### src/fts_pkg.sv
`default_nettype none
package fts_pkg;

  localparam int unsigned FIX_SHIFT  = 16;
  localparam int unsigned WORD_W     = 32;
  localparam int unsigned ROW_W      = 11;
  localparam int unsigned RECIP_W    = 17;
  localparam int unsigned CFG_IDX_W  = 3;
  localparam logic [RECIP_W-1:0] INV_WIDTH_RST = 17'd82;

  // input commands
  typedef enum logic {
    CMD_ROW   = 1'b0,
    CMD_PIXEL = 1'b1
  } fts_cmd_t;

  // configuration register indexes
  typedef enum logic [CFG_IDX_W-1:0] {
    CFG_CAMERA_X    = 3'd0,
    CFG_CAMERA_Y    = 3'd1,
    CFG_LEFT_RAY_X  = 3'd2,
    CFG_LEFT_RAY_Y  = 3'd3,
    CFG_RAY_SPAN_X  = 3'd4,
    CFG_RAY_SPAN_Y  = 3'd5,
    CFG_EYE_HEIGHT  = 3'd6,
    CFG_INV_WIDTH   = 3'd7
  } fts_cfg_t;

  // row setup sequencer states
  typedef enum logic [3:0] {
    ST_IDLE,
    ST_DIV,
    ST_RD,
    ST_SPX,
    ST_STX,
    ST_SPY,
    ST_STY,
    ST_LX,
    ST_LY,
    ST_FIN
  } fts_state_t;

  // operand selection for the shared multiplier
  typedef enum logic [2:0] {
    MOP_RD,
    MOP_SPAN_X,
    MOP_SCALE,
    MOP_SPAN_Y,
    MOP_LEFT_X,
    MOP_LEFT_Y
  } fts_mop_t;

  typedef struct packed {
    logic     busy;
    logic     div_start;
    logic     mul_en;
    fts_mop_t mul_op;
    logic     ld_rd;
    logic     ld_step_x;
    logic     ld_step_y;
    logic     ld_pos_x;
    logic     ld_pos_y;
  } fts_ctrl_t;

  typedef struct packed {
    logic [0:0]       command;
    logic [ROW_W-1:0] row_offset;
  } fts_in_t;

  typedef struct packed {
    logic [15:0] texel_index;
    logic [7:0]  tex_u;
    logic [7:0]  tex_v;
  } fts_out_t;

endpackage
`default_nettype wire

### src/fts_div.sv
`default_nettype none
// Restoring divider: 65536 / divisor, one quotient bit per cycle.
module fts_div
  import fts_pkg::*;
(
  input  wire logic               clk,
  input  wire logic               rst_n,
  input  wire logic               start_i,
  input  wire logic [ROW_W-1:0]   divisor_i,
  output logic                    done_o,
  output logic [RECIP_W-1:0]      quot_o
);

  localparam int unsigned CNT_W = $clog2(RECIP_W + 1);

  logic [RECIP_W-1:0] quo_r, quo_nxt;
  logic [ROW_W-1:0]   rem_r, rem_nxt;
  logic [ROW_W-1:0]   dvs_r;
  logic [CNT_W-1:0]   cnt_r, cnt_nxt;
  logic               done_r, done_nxt;
  logic [ROW_W:0]     trial;
  logic [ROW_W:0]     diff;
  logic               qbit;

  // one restoring step
  always_comb begin
    trial = {rem_r, quo_r[RECIP_W-1]};
    diff  = trial - {1'b0, dvs_r};
    qbit  = (trial >= {1'b0, dvs_r});
  end

  always_comb begin
    quo_nxt  = quo_r;
    rem_nxt  = rem_r;
    cnt_nxt  = cnt_r;
    done_nxt = 1'b0;
    if (start_i) begin
      quo_nxt = RECIP_W'(1) << FIX_SHIFT;
      rem_nxt = '0;
      cnt_nxt = CNT_W'(RECIP_W);
    end else if (cnt_r != '0) begin
      quo_nxt  = {quo_r[RECIP_W-2:0], qbit};
      rem_nxt  = qbit ? diff[ROW_W-1:0] : trial[ROW_W-1:0];
      cnt_nxt  = cnt_r - CNT_W'(1);
      done_nxt = (cnt_r == CNT_W'(1));
    end
  end

  // control state
  always_ff @(posedge clk) begin
    if (!rst_n) begin
      cnt_r  <= '0;
      done_r <= 1'b0;
    end else begin
      cnt_r  <= cnt_nxt;
      done_r <= done_nxt;
    end
  end

  // datapath; zero divisor is taken as one
  always_ff @(posedge clk) begin
    quo_r <= quo_nxt;
    rem_r <= rem_nxt;
    if (start_i) begin
      dvs_r <= (divisor_i == '0) ? ROW_W'(1) : divisor_i;
    end
  end

  assign done_o = done_r;
  assign quot_o = quo_r;

endmodule
`default_nettype wire

### src/fts_fmul.sv
`default_nettype none
// Shared 16.16 multiplier: (a * b) >>> 16, low 32 bits, registered.
module fts_fmul
  import fts_pkg::*;
(
  input  wire logic                     clk,
  input  wire logic                     en_i,
  input  wire logic signed [WORD_W-1:0] a_i,
  input  wire logic signed [WORD_W:0]   b_i,
  output logic [WORD_W-1:0]             prod_o
);

  logic signed [2*WORD_W:0] prod;
  logic [WORD_W-1:0]        res_r;

  assign prod = a_i * b_i;

  always_ff @(posedge clk) begin
    if (en_i) begin
      res_r <= prod[FIX_SHIFT +: WORD_W];
    end
  end

  assign prod_o = res_r;

endmodule
`default_nettype wire

### src/fts_ctrl.sv
`default_nettype none
// Row setup sequencer: divide, then seven multiplier slots and a final load.
module fts_ctrl
  import fts_pkg::*;
(
  input  wire logic   clk,
  input  wire logic   rst_n,
  input  wire logic   row_start_i,
  input  wire logic   div_done_i,
  output fts_ctrl_t   ctrl_o
);

  fts_state_t state_r, state_nxt;

  always_ff @(posedge clk) begin
    if (!rst_n) begin
      state_r <= ST_IDLE;
    end else begin
      state_r <= state_nxt;
    end
  end

  // next state
  always_comb begin
    state_nxt = state_r;
    unique case (state_r)
      ST_IDLE: if (row_start_i) state_nxt = ST_DIV;
      ST_DIV:  if (div_done_i) state_nxt = ST_RD;
      ST_RD:   state_nxt = ST_SPX;
      ST_SPX:  state_nxt = ST_STX;
      ST_STX:  state_nxt = ST_SPY;
      ST_SPY:  state_nxt = ST_STY;
      ST_STY:  state_nxt = ST_LX;
      ST_LX:   state_nxt = ST_LY;
      ST_LY:   state_nxt = ST_FIN;
      ST_FIN:  state_nxt = ST_IDLE;
      default: state_nxt = ST_IDLE;
    endcase
  end

  // outputs
  always_comb begin
    ctrl_o           = '0;
    ctrl_o.busy      = (state_r != ST_IDLE);
    ctrl_o.div_start = (state_r == ST_IDLE) && row_start_i;
    ctrl_o.mul_op    = MOP_RD;
    unique case (state_r)
      ST_RD: begin
        ctrl_o.mul_en = 1'b1;
        ctrl_o.mul_op = MOP_RD;
      end
      ST_SPX: begin
        ctrl_o.mul_en = 1'b1;
        ctrl_o.mul_op = MOP_SPAN_X;
        ctrl_o.ld_rd  = 1'b1;
      end
      ST_STX: begin
        ctrl_o.mul_en = 1'b1;
        ctrl_o.mul_op = MOP_SCALE;
      end
      ST_SPY: begin
        ctrl_o.mul_en    = 1'b1;
        ctrl_o.mul_op    = MOP_SPAN_Y;
        ctrl_o.ld_step_x = 1'b1;
      end
      ST_STY: begin
        ctrl_o.mul_en = 1'b1;
        ctrl_o.mul_op = MOP_SCALE;
      end
      ST_LX: begin
        ctrl_o.mul_en    = 1'b1;
        ctrl_o.mul_op    = MOP_LEFT_X;
        ctrl_o.ld_step_y = 1'b1;
      end
      ST_LY: begin
        ctrl_o.mul_en   = 1'b1;
        ctrl_o.mul_op   = MOP_LEFT_Y;
        ctrl_o.ld_pos_x = 1'b1;
      end
      ST_FIN: begin
        ctrl_o.ld_pos_y = 1'b1;
      end
      default: begin
        ctrl_o.mul_en = 1'b0;
      end
    endcase
  end

endmodule
`default_nettype wire

### src/floor_texel_address_stepper.sv
`default_nettype none
// Pixel beat: one per cycle unless stalled; result is in the output register next cycle.
// Row start beat: busy through the bit-per-cycle divider, a handoff,
// seven slots of the shared multiplier and a final load; no result; input stalls meanwhile.
// A full output register that is stalled also stalls input.
// Synchronous active-low reset clears control, configuration (inverse_width to 82) and
// the floor position and step to zero.
module floor_texel_address_stepper
  import fts_pkg::*;
#(
  parameter int unsigned TEX_LOG2_WIDTH  = 8,
  parameter int unsigned TEX_LOG2_HEIGHT = 8
) (
  input  wire logic                 clk,
  input  wire logic                 rst_n,
  input  wire logic                 in_valid,
  output logic                      in_stall,
  input  wire fts_in_t              in_data,
  output logic                      out_valid,
  input  wire logic                 out_stall,
  output fts_out_t                  out_data,
  input  wire logic                 cfg_we,
  input  wire logic [CFG_IDX_W-1:0] cfg_index,
  input  wire logic [WORD_W-1:0]    cfg_data
);

  localparam int unsigned IDX_W = TEX_LOG2_WIDTH + TEX_LOG2_HEIGHT + 16;

  logic [WORD_W-1:0]  cam_x_r, cam_y_r, left_x_r, left_y_r;
  logic [WORD_W-1:0]  span_x_r, span_y_r, eye_r;
  logic [RECIP_W-1:0] inv_w_r;
  logic [WORD_W-1:0]  pos_x_r, pos_y_r, step_x_r, step_y_r, rd_r;
  logic               out_valid_r;
  fts_out_t           out_data_r;

  fts_ctrl_t            ctrl;
  logic                 accept, row_start, pixel_acc;
  logic                 div_done;
  logic [RECIP_W-1:0]   recip;
  logic [WORD_W-1:0]    mul_a;
  logic [WORD_W:0]      mul_b;
  logic [WORD_W-1:0]    mul_res;

  logic [TEX_LOG2_WIDTH-1:0]  u;
  logic [TEX_LOG2_HEIGHT-1:0] v;
  logic [IDX_W-1:0]           idx_wide;
  logic [TEX_LOG2_WIDTH+7:0]  u_wide;
  logic [TEX_LOG2_HEIGHT+7:0] v_wide;

  // handshake
  assign in_stall  = ctrl.busy || (out_valid_r && out_stall);
  assign accept    = in_valid && !in_stall;
  assign row_start = accept && (in_data.command == CMD_ROW);
  assign pixel_acc = accept && (in_data.command == CMD_PIXEL);

  fts_ctrl u_ctrl (
    .clk         (clk),
    .rst_n       (rst_n),
    .row_start_i (row_start),
    .div_done_i  (div_done),
    .ctrl_o      (ctrl)
  );

  fts_div u_div (
    .clk       (clk),
    .rst_n     (rst_n),
    .start_i   (ctrl.div_start),
    .divisor_i (in_data.row_offset),
    .done_o    (div_done),
    .quot_o    (recip)
  );

  // operand select for the shared multiplier
  always_comb begin
    mul_a = rd_r;
    mul_b = {{(WORD_W+1-RECIP_W){1'b0}}, recip};
    unique case (ctrl.mul_op)
      MOP_RD: begin
        mul_a = eye_r;
        mul_b = {{(WORD_W+1-RECIP_W){1'b0}}, recip};
      end
      MOP_SPAN_X: begin
        mul_a = mul_res;
        mul_b = {span_x_r[WORD_W-1], span_x_r};
      end
      MOP_SCALE: begin
        mul_a = mul_res;
        mul_b = {{(WORD_W+1-RECIP_W){1'b0}}, inv_w_r};
      end
      MOP_SPAN_Y: begin
        mul_a = rd_r;
        mul_b = {span_y_r[WORD_W-1], span_y_r};
      end
      MOP_LEFT_X: begin
        mul_a = rd_r;
        mul_b = {left_x_r[WORD_W-1], left_x_r};
      end
      MOP_LEFT_Y: begin
        mul_a = rd_r;
        mul_b = {left_y_r[WORD_W-1], left_y_r};
      end
      default: begin
        mul_a = rd_r;
      end
    endcase
  end

  fts_fmul u_fmul (
    .clk    (clk),
    .en_i   (ctrl.mul_en),
    .a_i    ($signed(mul_a)),
    .b_i    ($signed(mul_b)),
    .prod_o (mul_res)
  );

  // configuration registers
  always_ff @(posedge clk) begin
    if (!rst_n) begin
      cam_x_r  <= '0;
      cam_y_r  <= '0;
      left_x_r <= '0;
      left_y_r <= '0;
      span_x_r <= '0;
      span_y_r <= '0;
      eye_r    <= '0;
      inv_w_r  <= INV_WIDTH_RST;
    end else if (cfg_we) begin
      unique case (fts_cfg_t'(cfg_index))
        CFG_CAMERA_X:   cam_x_r  <= cfg_data;
        CFG_CAMERA_Y:   cam_y_r  <= cfg_data;
        CFG_LEFT_RAY_X: left_x_r <= cfg_data;
        CFG_LEFT_RAY_Y: left_y_r <= cfg_data;
        CFG_RAY_SPAN_X: span_x_r <= cfg_data;
        CFG_RAY_SPAN_Y: span_y_r <= cfg_data;
        CFG_EYE_HEIGHT: eye_r    <= cfg_data;
        CFG_INV_WIDTH:  inv_w_r  <= cfg_data[RECIP_W-1:0];
        default:        inv_w_r  <= inv_w_r;
      endcase
    end
  end

  // row distance holding register
  always_ff @(posedge clk) begin
    if (ctrl.ld_rd) begin
      rd_r <= mul_res;
    end
  end

  // floor step and position
  always_ff @(posedge clk) begin
    if (!rst_n) begin
      step_x_r <= '0;
      step_y_r <= '0;
      pos_x_r  <= '0;
      pos_y_r  <= '0;
    end else begin
      if (ctrl.ld_step_x) step_x_r <= mul_res;
      if (ctrl.ld_step_y) step_y_r <= mul_res;
      if (ctrl.ld_pos_x) begin
        pos_x_r <= cam_x_r + mul_res;
      end else if (pixel_acc) begin
        pos_x_r <= pos_x_r + step_x_r;
      end
      if (ctrl.ld_pos_y) begin
        pos_y_r <= cam_y_r + mul_res;
      end else if (pixel_acc) begin
        pos_y_r <= pos_y_r + step_y_r;
      end
    end
  end

  // texel address from the fractional floor position
  always_comb begin
    u        = pos_x_r[FIX_SHIFT-1 -: TEX_LOG2_WIDTH];
    v        = pos_y_r[FIX_SHIFT-1 -: TEX_LOG2_HEIGHT];
    idx_wide = {16'b0, v, u};
    u_wide   = {8'b0, u};
    v_wide   = {8'b0, v};
  end

  // output register
  always_ff @(posedge clk) begin
    if (!rst_n) begin
      out_valid_r <= 1'b0;
    end else if (pixel_acc) begin
      out_valid_r <= 1'b1;
    end else if (!out_stall) begin
      out_valid_r <= 1'b0;
    end
  end

  always_ff @(posedge clk) begin
    if (pixel_acc) begin
      out_data_r.texel_index <= idx_wide[15:0];
      out_data_r.tex_u       <= u_wide[7:0];
      out_data_r.tex_v       <= v_wide[7:0];
    end
  end

  assign out_valid = out_valid_r;
  assign out_data  = out_data_r;

endmodule
`default_nettype wire

### config.mk
export PLATFORM = sky130hd
export DESIGN_NAME = floor_texel_address_stepper
export DESIGN_NICKNAME = d
export VERILOG_FILES = /design/src/fts_pkg.sv /design/src/fts_div.sv /design/src/fts_fmul.sv /design/src/fts_ctrl.sv /design/src/floor_texel_address_stepper.sv
export SDC_FILE = /design/constraint.sdc
export NUM_CORES = 2
export LEC_CHECK = 0
export BUFFER_PORTS_ARGS = -buffer_cell sky130_fd_sc_hd__clkbuf_2
export CAP_MARGIN = 20
export CORE_MARGIN = 2
export CORE_UTILIZATION = 51
export CTS_CLUSTER_SIZE = 30
export DETAILED_ROUTE_END_ITERATION = 8
export PLACE_DENSITY = 0.77
export SYNTH_ARGS = -nofsm -noshare
export SYNTH_HDL_FRONTEND = slang
export SYNTH_HIERARCHICAL = 1
export SYNTH_SLANG_ARGS = --single-unit
### constraint.sdc
create_clock -name clk -period 10 [get_ports clk]
set_input_delay 0.5 -clock clk [delete_from_list [all_inputs] [get_ports clk]]
set_output_delay 0.5 -clock clk [all_outputs]
set_load 0.02 [all_outputs]
# ---- Word-level counts from Yosys, hierarchy flattened
# Index checks and enable logic that the tools add are counted.
dict set report op_classes {
  add_sub_neg 6
  n_mul 1
  order_cmp 1
  n_eq_ne 25
  n_mux 21
  bitwise 3
  n_reduce_logical 30
}
# cell n
set op_table {}
lappend op_table {{case mux 33 bit (5 select lines)} 1}
lappend op_table {{adder 32 bit} 4}
lappend op_table {{two-way mux 32 bit} 4}
lappend op_table {{case mux 32 bit (2 select lines)} 1}
lappend op_table {{multiplier 32 x 33 -> 48 bit} 1}
lappend op_table {{case mux 4 bit (9 select lines)} 1}
lappend op_table {{== test 3 bit (second input constant)} 6}
lappend op_table {{AND reduction 2 bit} 9}
lappend op_table {{== test 4 x 3 -> 1 bit (second input constant)} 4}
lappend op_table {{case mux 3 bit (5 select lines)} 1}
lappend op_table {{== test 3 x 2 -> 1 bit (second input constant)} 4}
lappend op_table {{>= comparator 12 x 11 -> 1 bit} 1}
lappend op_table {{logical NOT 11 bit} 1}
lappend op_table {{two-way mux 11 bit} 1}
lappend op_table {{subtractor 11 bit} 1}
lappend op_table {{two-way mux 5 bit} 2}
lappend op_table {{== test 4 x 2 -> 1 bit (second input constant)} 2}
lappend op_table {{== test 4 bit (second input constant)} 2}
lappend op_table {{two-way mux 1 bit} 8}
lappend op_table {{two-way mux 4 bit} 2}
lappend op_table {{OR reduction 7 bit} 1}
lappend op_table {{== test 3 x 1 -> 1 bit (second input constant)} 2}
lappend op_table {{logical NOT 3 bit} 2}
lappend op_table {{inequality test 2 x 1 -> 1 bit (second input constant)} 3}
lappend op_table {{other kinds (13)} 23}
dict set report word_totals {
  reg_bits 515
  input_bits 52
  output_inout_bits 34
  word_cells 112
}

# ---- Logic depth before layout (Yosys ltp)
dict set report depth {
  word_depth 7
  depth_mapped 38
  depth_no_buf 35
}

# ---- Modules after synthesis
# The synthesis kept the hierarchy.
# mod n_inst cells_each area_per_inst_um2 seq_area_each_um2
set modules_own_cells {}
lappend modules_own_cells {fts_fmul 1 3139 29709.7 960.9}
lappend modules_own_cells {floor_texel_address_stepper 1 1981 15937.8 6926.6}
lappend modules_own_cells {fts_div 1 262 2301.0 1011.0}
lappend modules_own_cells {fts_ctrl 1 39 306.5 80.1}

# ---- Least setup slack after synthesis
# No wires, ideal clock.
dict set report synth_path {
  path_kind {register to register}
  start {register u_ctrl.state_r[1]}
  end {register u_fmul.res_r[31], in the netlist u_fmul/prod_o[31], data pin}
  setup_time_ps 262
  arrival_time_ps 8744
  required_time_ps 9738
  slack_ps 994
  path_stages_with_launch 34
  n_path_buf 4
  synth_period_minus_slack_ps 9006
  path_cell_list {dfxtp_1 > buf_6 > or4b_4 > nand2_2 > buf_2 > inv_1 > nor3_1 > clkbuf_1 > a22oi_1 > nand2_1 > clkbuf_1 > nand2_1 > inv_1 > fa_1 > fa_1 > fa_1 > inv_1 > fa_1 > inv_1 > fa_1 > fa_1 > fa_1 > inv_1 > fa_1 > inv_1 > ha_1 > a21o_1 > a21oi_1 > nand2_1 > o221ai_1 > a21o_2 > a21oi_1 > a211oi_1 > xnor2_1}
}
# element line_no
set synth_rtl {}
lappend synth_rtl {{start, declared} fts_ctrl.sv:13} ;# fts_state_t state_r, state_nxt;
lappend synth_rtl {{start signal, assigned} fts_ctrl.sv:19} ;# state_r <= state_nxt;
lappend synth_rtl {{end signal, assigned} fts_fmul.sv:20} ;# res_r <= prod[FIX_SHIFT +: WORD_W];
lappend synth_rtl {{end, declared} fts_fmul.sv:14} ;# logic [WORD_W-1:0] res_r;

==> metrics.csv <==
stage,metric,value,unit
worst_setup_path,r2r setup slk,0.41,ns
detailed_routing,vias per cell,5.60,
layout,Area Overhead vs Synth,6.77,%
logic_synthesis,Post-synth ARST share,0,%
layout,nets,6471,
power,total chip power,0.00485,W
logic_synthesis,Synth Warn #,6,
clock_tree,root buf cell,clkbuf_16,
placed_design,DP Wirelength,99000,um
power,Gate power share,32.0,%
placed_design,Placed Cells,6539,
worst_setup_path,WP data required,10.27,ns
grt,Total GRT Usage,26.7,%
timing,Worst-Margin Slew,1.11,ns
clock_tree,clk_lat worst skew,0.54,ns
power,Sw Pwr,0.00174,W
clock_tree,CTS tree,built,
die,Die Wd,312,um
min_path,hold_sp,in_data[4],
timing,Setup TNS,0,ns
power,Leak Pwr,22.9,nW
worst_setup_path,slowest CP cell,or4b_4,
logic_synthesis,sequential fraction of the synthesis area,18.6,%
worst_setup_path,Setup Crit Path Kind,reg -> reg,
worst_setup_path,Reg2Reg Depth,32,
detailed_routing,Iteration-0 DRC Markers,3302,
die,Core Rows,112,
timing,endpoints failing setup,0,
grt,largest net degree at the start of global routing,158,
timing,RSZ-0062 raised after global routing,no,
logic_synthesis,ranking of synthesized cells by area,"fa_1 (35%), dfxtp_1 (13%), nand2_1 (8.3%)",
power,Sw Ratio,35.9,%
min_path,hold worst-path end,u_div/dvs_r[4]$_SDFFCE_PN0P_,
timing,FMAX,104,MHz
worst_setup_path,CP arrival,9.86,ns
logic_synthesis,Post-Synthesis Cells,5421,
detailed_routing,DR DRC count,0,
run,maxcap violations,0,
logic_synthesis,cell area after synthesis,48300,sq um
clock_tree,CTS Sinks,403,
detailed_routing,Via Count,37021,
die,Core Area,93600,sq um
die,I/O pins,86,
clock_tree,Clock Path Buffers,3,
logic_synthesis,"Net Count, Synth",6561,
placed_design,Setup WS pre-CTS,0.211,ns
layout,"most common cell after layout, fill and taps aside",nand2_1,
worst_setup_path,startpoint type of the worst setup path,flop,
logic_synthesis,Synth Flop Type,dfxtp_1,
worst_setup_path,Worst Setup End Kind,flop,
detailed_routing,post-route ant nets,0,
detailed_routing,Avg WL per Cell,19.3,um
worst_setup_path,most used cell along the critical path,fa_1,
worst_setup_path,reg2reg start,u_ctrl/state_r[1]$_SDFFE_PN0P_,
clock_tree,Num CTS Buffers,37,
timing,period utilization,95.9,%
layout,most frequent cells in the layout,"nand2_1 (1050), fa_1 (851), inv_1 (814), and2_1 (471), a21oi_1 (331)",
layout,"non-filler cells, final",6615,
power,PwrDens,94.1,nW/um^2
grt,grt ovf,0,
logic_synthesis,number of flops mapped to enable cells by yosys,91,
worst_setup_path,R2R Path End,u_fmul/prod_o[31]$_DFFE_PP_,
grt,first-pass GRT wire length,208000,um
worst_setup_path,CP peak stage delay,0.62,ns
logic_synthesis,Synth area leader,fa_1,
placed_design,IO Port Bufs,85,
timing,max_slew headroom,25.6,%
logic_synthesis,Cell variety after synth,95,
power,Power Internal,0.00311,W
placed_design,gpl congestion,0.940,
grt,initial antenna violation count,2,
die,die height,312,um
logic_synthesis,synthesized area per cell,8.90,sq um
die,full die area,97100,sq um
power,Peak VDD IR,138,uV
timing,final worst path period need,9.59,ns
clock_tree,cts hold-fix bufs,0,
power,Reg power frac,38.0,%
outcome,outcome,"finished, final reports clean",
grt,vias in the first global route,38669,
power,clock network power share,30.0,%
layout,layout cells sized above 1,7.07,%
timing,final setup margin,0.409,ns
logic_synthesis,Yosys reg bits,403,
worst_setup_path,critical-path maximum fanout,17,
die,initial core utilization,51.5,%
timing,clock skew,0.0171,ns
layout,utilization after layout,55.0,%
timing,"Hold Vio Cnt, Final",0,
min_path,Min-Delay Path Depth,1,
detailed_routing,Total Wirelength,128000,um
min_path,Worst Hold Class,in -> reg,
logic_synthesis,Synth top area share,35.3,%
clock_tree,"CTS clk-pin slew, worst paths",0.07,ns
clock_tree,# H-tree levels,2,
detailed_routing,1st-pass router iterations,6,
timing,Pins Over Slew Limit,0,
-- flip-flops by register name, indices dropped and copies added, names as in the netlist, 17 cells and up --
signal         flops
eye_r             32
left_x_r          32
left_y_r          32
rd_r              32
span_x_r          32
span_y_r          32
u_fmul/prod_o     32
inv_w_r           17
u_div/quot_o      17
-- cell type report --
| type | count | area (sq um) |
|---|---|---|
| fill | 8235 | 42100 |
| multi-input combinational | 3852 | 35100 |
| sequential | 403 | 8980 |
| inverter | 818 | 3090 |
| timing repair buffer | 219 | 1570 |
| tap | 1254 | 1570 |
| clock buffer | 52 | 1090 |
| clock inverter | 15 | 128 |
| antenna | 2 | 5.00 |
-- power groups by stage --
stage          clock, W  combinational, W  sequential (W)
6_report        0.00146           0.00155         0.00184
5_1_grt         0.00153           0.00167         0.00185
4_1_cts         0.00147           0.00151         0.00184
3_5_place_dp          0           0.00150         0.00187
3_3_place_gp          0           0.00147         0.00187
2_1_floorplan         0          0.000997         0.00185
-- how the worst max path moves through the flow --
| stage | from | end | slack [ns] |
|---|---|---|---|
| final | u_ctrl/state_r[1]$_SDFFE_PN0P_ | u_fmul/prod_o[31]$_DFFE_PP_ | 0.41 |
| after global routing | u_ctrl/state_r[0]$_SDFFE_PN0P_ | u_fmul/prod_o[31]$_DFFE_PP_ | 0.03 |
| after CTS | u_ctrl/state_r[0]$_SDFFE_PN0P_ | u_fmul/prod_o[31]$_DFFE_PP_ | 0.19 |
| after detailed placement | u_ctrl/state_r[0]$_SDFFE_PN0P_ | u_fmul/prod_o[31]$_DFFE_PP_ | 0.21 |
| after global placement | u_ctrl/state_r[3]$_SDFFE_PN0P_ | u_fmul/prod_o[31]$_DFFE_PP_ | 0.43 |
| after floorplan | u_ctrl/state_r[1]$_SDFFE_PN0P_ | u_fmul/prod_o[31]$_DFFE_PP_ | 0.99 |
-- per-stage QoR --
stage / area [sq um] / hold slack [ns]
global route: 51500 / 0.133
CTS: 51400 / 0.136
finish: 51500 / 0.151
global placement: 50100 / 0.438
detailed placement: 50100 / 0.445
floorplan: 48300 / 0.427
-- timing repair --
item	4_1_cts	5_1_grt
resized for setup	0	33
setup endpoints to repair	0	19
buffers inserted	0	6
-- kinds of logic after synthesis --
family,Yosys count,synth area share (%)
DFF,403,18.6
AOI/OAI and AO/OA,718,9.44
and+or+nand+nor,1867,17.8
muxes,56,1.17
buffers and inverters,1166,9.32
adders and majority gates,1088,41.4
xor gates and xnor gates,123,2.23
-- routing by layer --
layer	wire, um	global-route usage, %	share of wire, %	vias up
met2	61300	44.5	48	1667
met1	50000	35.0	39	18485
met5	0	0	0	-
li1	-	-	-	16546
met3	10900	4.08	8.5	323
met4	5470	10.7	4.3	0
-- worst max-delay path: cells and delay by family (launching register included) --
kind / cells / cell delay (ns)
flip-flops: 1 / 0.41
AND/OR/NAND/NOR: 8 / 1.82
XOR/XNOR: 1 / 0.15
AO/OA/AOI/OAI: 6 / 1.24
adder cells (fa/ha/maj): 9 / 4.38
buffers and inverters: 8 / 1.31
-- synth_stat cells, types with 14 or more instances --
| cell type | count |
|---|---|
| nand2_1 | 1069 |
| fa_1 | 851 |
| inv_1 | 816 |
| and2_1 | 471 |
| a21oi_1 | 340 |
| dfxtp_1 | 312 |
| clkbuf_1 | 290 |
| ha_1 | 237 |
| nor2_1 | 170 |
| edfxtp_1 | 91 |
| xnor2_1 | 84 |
| a22oi_1 | 72 |
| o21ai_0 | 61 |
| mux2i_1 | 53 |
| a21o_1 | 41 |
| xor2_1 | 39 |
| nand3_1 | 36 |
| a211oi_1 | 27 |
| o21a_1 | 27 |
| nand2b_1 | 20 |
| nor3_1 | 19 |
| buf_4 | 18 |
| clkbuf_2 | 18 |
| nand4_1 | 16 |
| nor2b_1 | 15 |
| a221oi_1 | 14 |
| buf_1 | 14 |
| o211ai_1 | 14 |
(Power assumes the default switching activity.)
